$ cat config.mk
export PLATFORM = sky130hd
export DESIGN_NAME = rdsq_ctrl
export DESIGN_NICKNAME = d
export VERILOG_FILES = /design/src/rtl/rdsq_pkg.sv /design/src/rtl/rdsq_ctrl.sv
export SDC_FILE = /design/constraint.sdc
export NUM_CORES = 1
export LEC_CHECK = 0
export BUFFER_PORTS_ARGS = -buffer_cell sky130_fd_sc_hd__buf_2
export CAP_MARGIN = 20
export CORE_MARGIN = 2
export CORE_UTILIZATION = 61
export CTS_CLUSTER_DIAMETER = 60
export DETAILED_ROUTE_END_ITERATION = 8
export PLACE_DENSITY = 0.88
export REMOVE_ABC_BUFFERS = 1
export SLEW_MARGIN = 30
export SYNTH_ARGS = -nofsm -noshare
export SYNTH_HDL_FRONTEND = slang
export SYNTH_SLANG_ARGS = --single-unit
$ cat constraint.sdc
create_clock -name clk -period 9.19 [get_ports clk]
set_clock_uncertainty 0.15 [all_clocks]
set_input_delay 0.919 -clock clk [delete_from_list [all_inputs] [get_ports clk]]
set_output_delay 0.919 -clock clk [all_outputs]
set_load 0.05 [all_outputs]
$ cat src/rtl/rdsq_pkg.sv
// shared constants, codes and types of the ring deque
package rdsq_pkg;

  localparam int DEPTH_DEF      = 256;
  localparam int WORD_WIDTH_DEF = 32;
  localparam int CFG_W          = 9;
  localparam int CFG_AW         = 1;
  localparam int OCC_W          = 9;
  localparam int REQ_W          = 3;
  localparam int IDX_W          = 8;
  localparam int ST_W           = 2;

  typedef enum logic [REQ_W-1:0] {
    REQ_PUSH   = 3'd0,
    REQ_POP    = 3'd1,
    REQ_DEQ    = 3'd2,
    REQ_TOP    = 3'd3,
    REQ_BOTTOM = 3'd4,
    REQ_GET    = 3'd5,
    REQ_SET    = 3'd6,
    REQ_CLEAR  = 3'd7
  } req_e_t;

  typedef enum logic [ST_W-1:0] {
    ST_OK    = 2'd0,
    ST_EMPTY = 2'd1,
    ST_FULL  = 2'd2,
    ST_RANGE = 2'd3
  } status_t;

  typedef enum logic [CFG_AW-1:0] {
    REG_CAPACITY  = 1'b0,
    REG_OVERWRITE = 1'b1
  } cfg_reg_t;

  typedef struct packed {
    status_t              status;
    logic                 dropped;
    logic [OCC_W-1:0]     occupancy;
  } res_t;

endpackage

$ cat src/rtl/rdsq_ctrl.sv
// request sequencer: pointers, empty flag, ram access and zero fill
module rdsq_ctrl
  import rdsq_pkg::*;
#(
  parameter int DEPTH      = DEPTH_DEF,
  parameter int WORD_WIDTH = WORD_WIDTH_DEF,
  localparam int PW        = $clog2(DEPTH),
  localparam int CW        = PW + 1
) (
  input  logic                  clk,
  input  logic                  rst,
  input  logic [CW-1:0]         cap,
  input  logic                  overwrite,
  input  logic                  req_valid,
  output logic                  req_ready,
  input  logic [REQ_W-1:0]      req_type,
  input  logic [WORD_WIDTH-1:0] write_data,
  input  logic [IDX_W-1:0]      slot_index,
  output logic                  res_valid,
  input  logic                  res_ready,
  output res_t                  res,
  output logic [WORD_WIDTH-1:0] res_data,
  output logic                  ram_we,
  output logic [PW-1:0]         ram_waddr,
  output logic [WORD_WIDTH-1:0] ram_wdata,
  output logic [PW-1:0]         ram_raddr,
  input  logic [WORD_WIDTH-1:0] ram_rdata
);

  localparam int SW = ((CW > IDX_W) ? CW : IDX_W) + 1;

  typedef enum logic [3:0] {
    S_CLEAR = 4'b0001,
    S_IDLE  = 4'b0010,
    S_CALC  = 4'b0100,
    S_RESP  = 4'b1000
  } state_t;

  state_t state, state_next;

  logic [PW-1:0] head, head_next, head_c;
  logic [PW-1:0] tail, tail_next, tail_c;
  logic          empty, empty_next, empty_c;
  logic [PW-1:0] clr_cnt;

  req_e_t                req_q;
  logic [WORD_WIDTH-1:0] data_q;
  logic [IDX_W-1:0]      idx_q;
  status_t               st_q, st_c;
  logic                  drop_q, drop_c;
  logic                  rdok_q, rdok_c;
  logic [PW-1:0]         raddr_q, raddr_c;
  logic                  we_c;
  logic [PW-1:0]         waddr_c;

  logic [CW-1:0] head_x, tail_x, size, head_inc, tail_inc;
  logic [PW-1:0] head_wrap, nx;
  logic          bad, full;
  logic [SW-1:0] sum, idx_w;
  logic [PW-1:0] pos;
  logic          idx_ge_size, idx_ge_cap;

  // pointer arithmetic on the current registers
  always_comb begin
    head_x    = CW'(head);
    tail_x    = CW'(tail);
    bad       = (head_x >= cap) || (!empty && tail_x >= cap);
    if (empty) begin
      size = '0;
    end else if (tail_x >= head_x) begin
      size = CW'(tail_x - head_x + CW'(1));
    end else begin
      size = CW'(cap - (head_x - tail_x) + CW'(1));
    end
    tail_inc  = tail_x + CW'(1);
    nx        = (tail_inc >= cap) ? '0 : PW'(tail_inc);
    head_inc  = head_x + CW'(1);
    head_wrap = (head_inc >= cap) ? '0 : PW'(head_inc);
    full      = !empty && (nx == head);
    sum       = SW'(head) + SW'(idx_q);
    pos       = (sum >= SW'(cap)) ? PW'(sum - SW'(cap)) : PW'(sum);
    idx_w     = SW'(idx_q);
    idx_ge_size = idx_w >= SW'(size);
    idx_ge_cap  = idx_w >= SW'(cap);
  end

  // request decode
  always_comb begin
    head_c  = head;
    tail_c  = tail;
    empty_c = empty;
    st_c    = ST_OK;
    drop_c  = 1'b0;
    rdok_c  = 1'b0;
    we_c    = 1'b0;
    waddr_c = nx;
    raddr_c = head;
    if (req_q == REQ_CLEAR) begin
      head_c  = '0;
      tail_c  = '0;
      empty_c = 1'b1;
    end else if (bad) begin
      st_c = ST_RANGE;
    end else begin
      unique case (req_q)
        REQ_PUSH: begin
          if (empty) begin
            tail_c  = head;
            waddr_c = head;
            we_c    = 1'b1;
            empty_c = 1'b0;
          end else if (full && !overwrite) begin
            st_c = ST_FULL;
          end else begin
            if (full) begin
              head_c = head_wrap;
              drop_c = 1'b1;
            end
            tail_c  = nx;
            waddr_c = nx;
            we_c    = 1'b1;
          end
        end
        REQ_POP: begin
          if (empty) begin
            st_c = ST_EMPTY;
          end else begin
            raddr_c = tail;
            rdok_c  = 1'b1;
            if (tail == head) begin
              empty_c = 1'b1;
            end else begin
              tail_c = (tail == '0) ? PW'(cap - CW'(1)) : PW'(tail - PW'(1));
            end
          end
        end
        REQ_DEQ: begin
          if (empty) begin
            st_c = ST_EMPTY;
          end else begin
            raddr_c = head;
            rdok_c  = 1'b1;
            if (tail == head) begin
              empty_c = 1'b1;
            end else begin
              head_c = head_wrap;
            end
          end
        end
        REQ_TOP: begin
          if (empty) begin
            st_c = ST_EMPTY;
          end else begin
            raddr_c = tail;
            rdok_c  = 1'b1;
          end
        end
        REQ_BOTTOM: begin
          if (empty) begin
            st_c = ST_EMPTY;
          end else begin
            raddr_c = head;
            rdok_c  = 1'b1;
          end
        end
        REQ_GET: begin
          if (idx_ge_size) begin
            st_c = ST_EMPTY;
          end else begin
            raddr_c = pos;
            rdok_c  = 1'b1;
          end
        end
        REQ_SET: begin
          if (idx_ge_cap) begin
            st_c = ST_RANGE;
          end else begin
            waddr_c = pos;
            we_c    = 1'b1;
            if (empty || idx_ge_size) begin
              tail_c  = pos;
              empty_c = 1'b0;
            end
          end
        end
        REQ_CLEAR: begin
          head_c = head;
        end
      endcase
    end
  end

  always_comb begin
    state_next = state;
    head_next  = head;
    tail_next  = tail;
    empty_next = empty;
    unique case (state)
      S_CLEAR: begin
        if (clr_cnt == PW'(DEPTH - 1)) state_next = S_IDLE;
      end
      S_IDLE: begin
        if (req_valid) state_next = S_CALC;
      end
      S_CALC: begin
        head_next  = head_c;
        tail_next  = tail_c;
        empty_next = empty_c;
        state_next = S_RESP;
      end
      S_RESP: begin
        if (res_ready) state_next = S_IDLE;
      end
      default: state_next = S_IDLE;
    endcase
  end

  always_ff @(posedge clk) begin
    if (rst) begin
      state   <= S_CLEAR;
      clr_cnt <= '0;
      head    <= '0;
      tail    <= '0;
      empty   <= 1'b1;
    end else begin
      state <= state_next;
      head  <= head_next;
      tail  <= tail_next;
      empty <= empty_next;
      if (state == S_CLEAR) clr_cnt <= clr_cnt + PW'(1);
    end
  end

  always_ff @(posedge clk) begin
    if (rst) begin
      req_q <= REQ_CLEAR;
    end else if (req_valid && req_ready) begin
      req_q <= req_e_t'(req_type);
    end
    if (req_valid && req_ready) begin
      data_q <= write_data;
      idx_q  <= slot_index;
    end
    if (state == S_CALC) begin
      st_q    <= st_c;
      drop_q  <= drop_c;
      rdok_q  <= rdok_c;
      raddr_q <= raddr_c;
    end
  end

  assign req_ready = (state == S_IDLE);
  assign res_valid = (state == S_RESP);

  // store access: zero fill after reset, then one access per request
  assign ram_we    = (state == S_CLEAR) || ((state == S_CALC) && we_c);
  assign ram_waddr = (state == S_CLEAR) ? clr_cnt : waddr_c;
  assign ram_wdata = (state == S_CLEAR) ? '0 : data_q;
  assign ram_raddr = (state == S_CALC) ? raddr_c : raddr_q;

  // status and drop from S_CALC decode, occupancy from new pointers
  assign res.status    = st_q;
  assign res.dropped   = drop_q;
  assign res.occupancy = bad ? '0 : OCC_W'(size);
  assign res_data      = rdok_q ? ram_rdata : '0;

endmodule

==> flow_summary.yaml <==
routing:
  drtPass1Iterations: 6
  ant_nets: 0
  dr.max_layer_used: "met4"
  met2_length_mm: 11.0
  routedWlPerCell_um: 18.9
  postRouteWirelength_mm: 24.7
  route.detailed.drc: 0
  wl_met3_mm: 2.94
  met1_length_mm: 9.57
  drt_iter0_markers: 873
  via_per_inst: 6.31
  vias: 8247
global_route:
  gr-total-overflow: 0
  grt_pass1_wl_mm: 38.5
  grtUsageTotal_pct: 33.9
  antenna_found_initial: 0
  grt_pass1_vias: 7660
  grt_start_max_net_pins: 39
logic_synthesis:
  synthArstFlopShare_pct: 0
  synth_ff_type: "edfxtp_1"
  seq_area_frac_synth_pct: 25.7
  ys_types: 71
  yosysWarnings: 0
  synth_area_sq_um: 8250
  synth_edf_count: 44
  ys_seq_elements: 84
  syn_avg_cell_area_sq_um: 8.50
  synthCells: 970
finish:
  layout_common_cells: "buf_2, ha_1, nor2_1"
  drive_gt1_share_pct: 20.8
  layout-area-overhead-vs-synth_pct: 15.7
  nets: 1328
  fin_cells: 1307
  n_fill_cell: 1029
  diodes: 0
  final_common_cell: "buf_2"
sta:
  slew_viol_final: 0
  period_minus_slack_ps: 6950
  fin_tns_setup_ps: 0
  rsz0062_at_grt: "false"
  hold_violations: 0
  min_period_over_period_pct: 75.7
  tightest_slew_ps: 1010
  max_slew_margin_pct: 32.9
  timing.fmax_mhz: 144
  setup_viol: 0
clocking:
  cts_hold_buf: 0
  clkTransAtPathRegs_ps: 70
  clk_latency_ps: 360
  cts.sinks: 84
  ctsResizeCount: 0
  cts_tree: "built"
  post_cts_buffers: 0
  htree_levels: 3
  cts-root-buf: "clkbuf_16"
  cts_buffers: 9
  clk_path_buf_depth: 2
floorplan:
  die_y_um: 120
  die_w_um: 120
  rows: 42
  core_sq_um: 13200
  dieArea_sq_um: 14500
  start_util_pct: 62.3
  pin_count: 184
placement:
  hpwlAfterDp_mm: 18.4
  port-buffer-count: 183
  place_inst: 1290
  routabilityCongestion: 0.992
setup_path:
  cp.arrival_ps: 5880
  cp.required_ps: 8120
  critPathBufInv: 3
  cp_cell_sequence: "inv_1, fa_1, inv_1, ha_1, o21a_1, o21ai_0, nand2_1, a21o_1, a21o_1, a311oi_1, xnor2_1, a21oi_1, or2_2, ha_1, nor2_1, o21ai_0, o22ai_1, a21oi_1, nor3_1, a221o_1, buf_2"
  worstSetupPathType: "flop to output port"
  start_kind: "flop"
  crit_family: "compound AO/OA/AOI/OAI gates"
  cp-end-kind: "output port"
  critPathMaxStageDelay_ps: 830
  cp_slowest_cell: "nor3_1"
  path_max_fanout: 12
power:
  p_leak_nw: 4.41
  irDropWorstVdd_v: 0.000196
  power_density_nw_per_um2: 183
job:
  drv_cap: 0
hold_path:
  hold_path_class: "flop to flop"
status:
  outcome: "finished clean"
-- cells by family (layout without fill, tap and decap cells) --
logic type	Yosys count	after routing	share of synthesized area (%)
AO/OA/AOI/OAI	253	253	20.8
XOR/XNOR	47	47	5.17
adder cells (fa/ha/maj)	113	113	18.4
buffers and inverters	112	273	5.63
flip-flops	84	84	25.7
multiplexers	27	27	3.35
AND/OR/NAND/NOR	334	334	20.9
-- sequential cells by signal (all words and copies together), names as in the netlist --
register / count
state: 4
req_q: 3
data_q: 32
drop_q: 1
st_q: 2
tail: 8
rdok_q: 1
empty: 1
raddr_q: 8
clr_cnt: 8
idx_q: 8
head: 8
-- final cells by class --
cell class / instances / area (sq um) / share of cell area [%]
inverter: 66 / 248 / 2.60
clock buffer: 9 / 225 / 2.36
clock inverter: 7 / 73.8 / 0.774
sequential: 84 / 2120 / 22.2
timing repair buffer: 191 / 983 / 10.3
tap: 176 / 220 / 2.31
multi-input combinational: 774 / 5670 / 59.4
-- worst paths after layout --
kind	from	end	slack, ps	depth (start not counted)
hold / removal	state[0]	state[3]	350	1
setup / recovery	tail[0]	ram_raddr[7]	2240	21
hold reg to reg	state[0]	state[3]	350	1
setup reg to reg	tail[0]	raddr_q[7]	3720	20
-- synth_stat cells (14+ instances only) --
cell type	count	share of area (%)
ha_1	99	15
nor2_1	77	3.5
nand2_1	69	3.1
and2_1	67	5.1
inv_1	66	3.0
a21oi_1	65	3.9
o21ai_0	53	3.2
edfxtp_1	44	16
dfxtp_1	40	9.7
clkbuf_1	32	1.5
xnor2_1	30	3.2
nor3_1	24	1.5
mux2i_1	22	2.7
nand3_1	21	1.3
xor2_1	15	1.6
fa_1	14	3.4
-- through the flow --
step	hold slack [ps]	util, %	area (sq um)	total power [W]	setup slack (ps)
final	355	72.0	9540	0.00175	2240
after detailed placement	341	69.6	9220	0.00136	2450
after CTS	350	71.9	9520	0.00173	2410
after global placement	305	69.6	9220	0.00135	2580
after global routing	386	72.0	9540	0.00183	1950
after floorplan	285	-	8030	0.00115	3200
-- routing by layer --
metal	GRT usage (%)	vias up
li1	-	3831
met1	42.4	3769
met2	52.6	537
met3	11.1	110
met4	16.8	0
met5	0	-
-- report_power, final --
group          internal [W]  total, W  switching, W  leakage (nW)
clock              0.000192  0.000370      0.000178         0.147
sequential         0.000440  0.000473     0.0000333         0.726
combinational      0.000251  0.000907      0.000656          3.54
(Power assumes the default switching activity.)
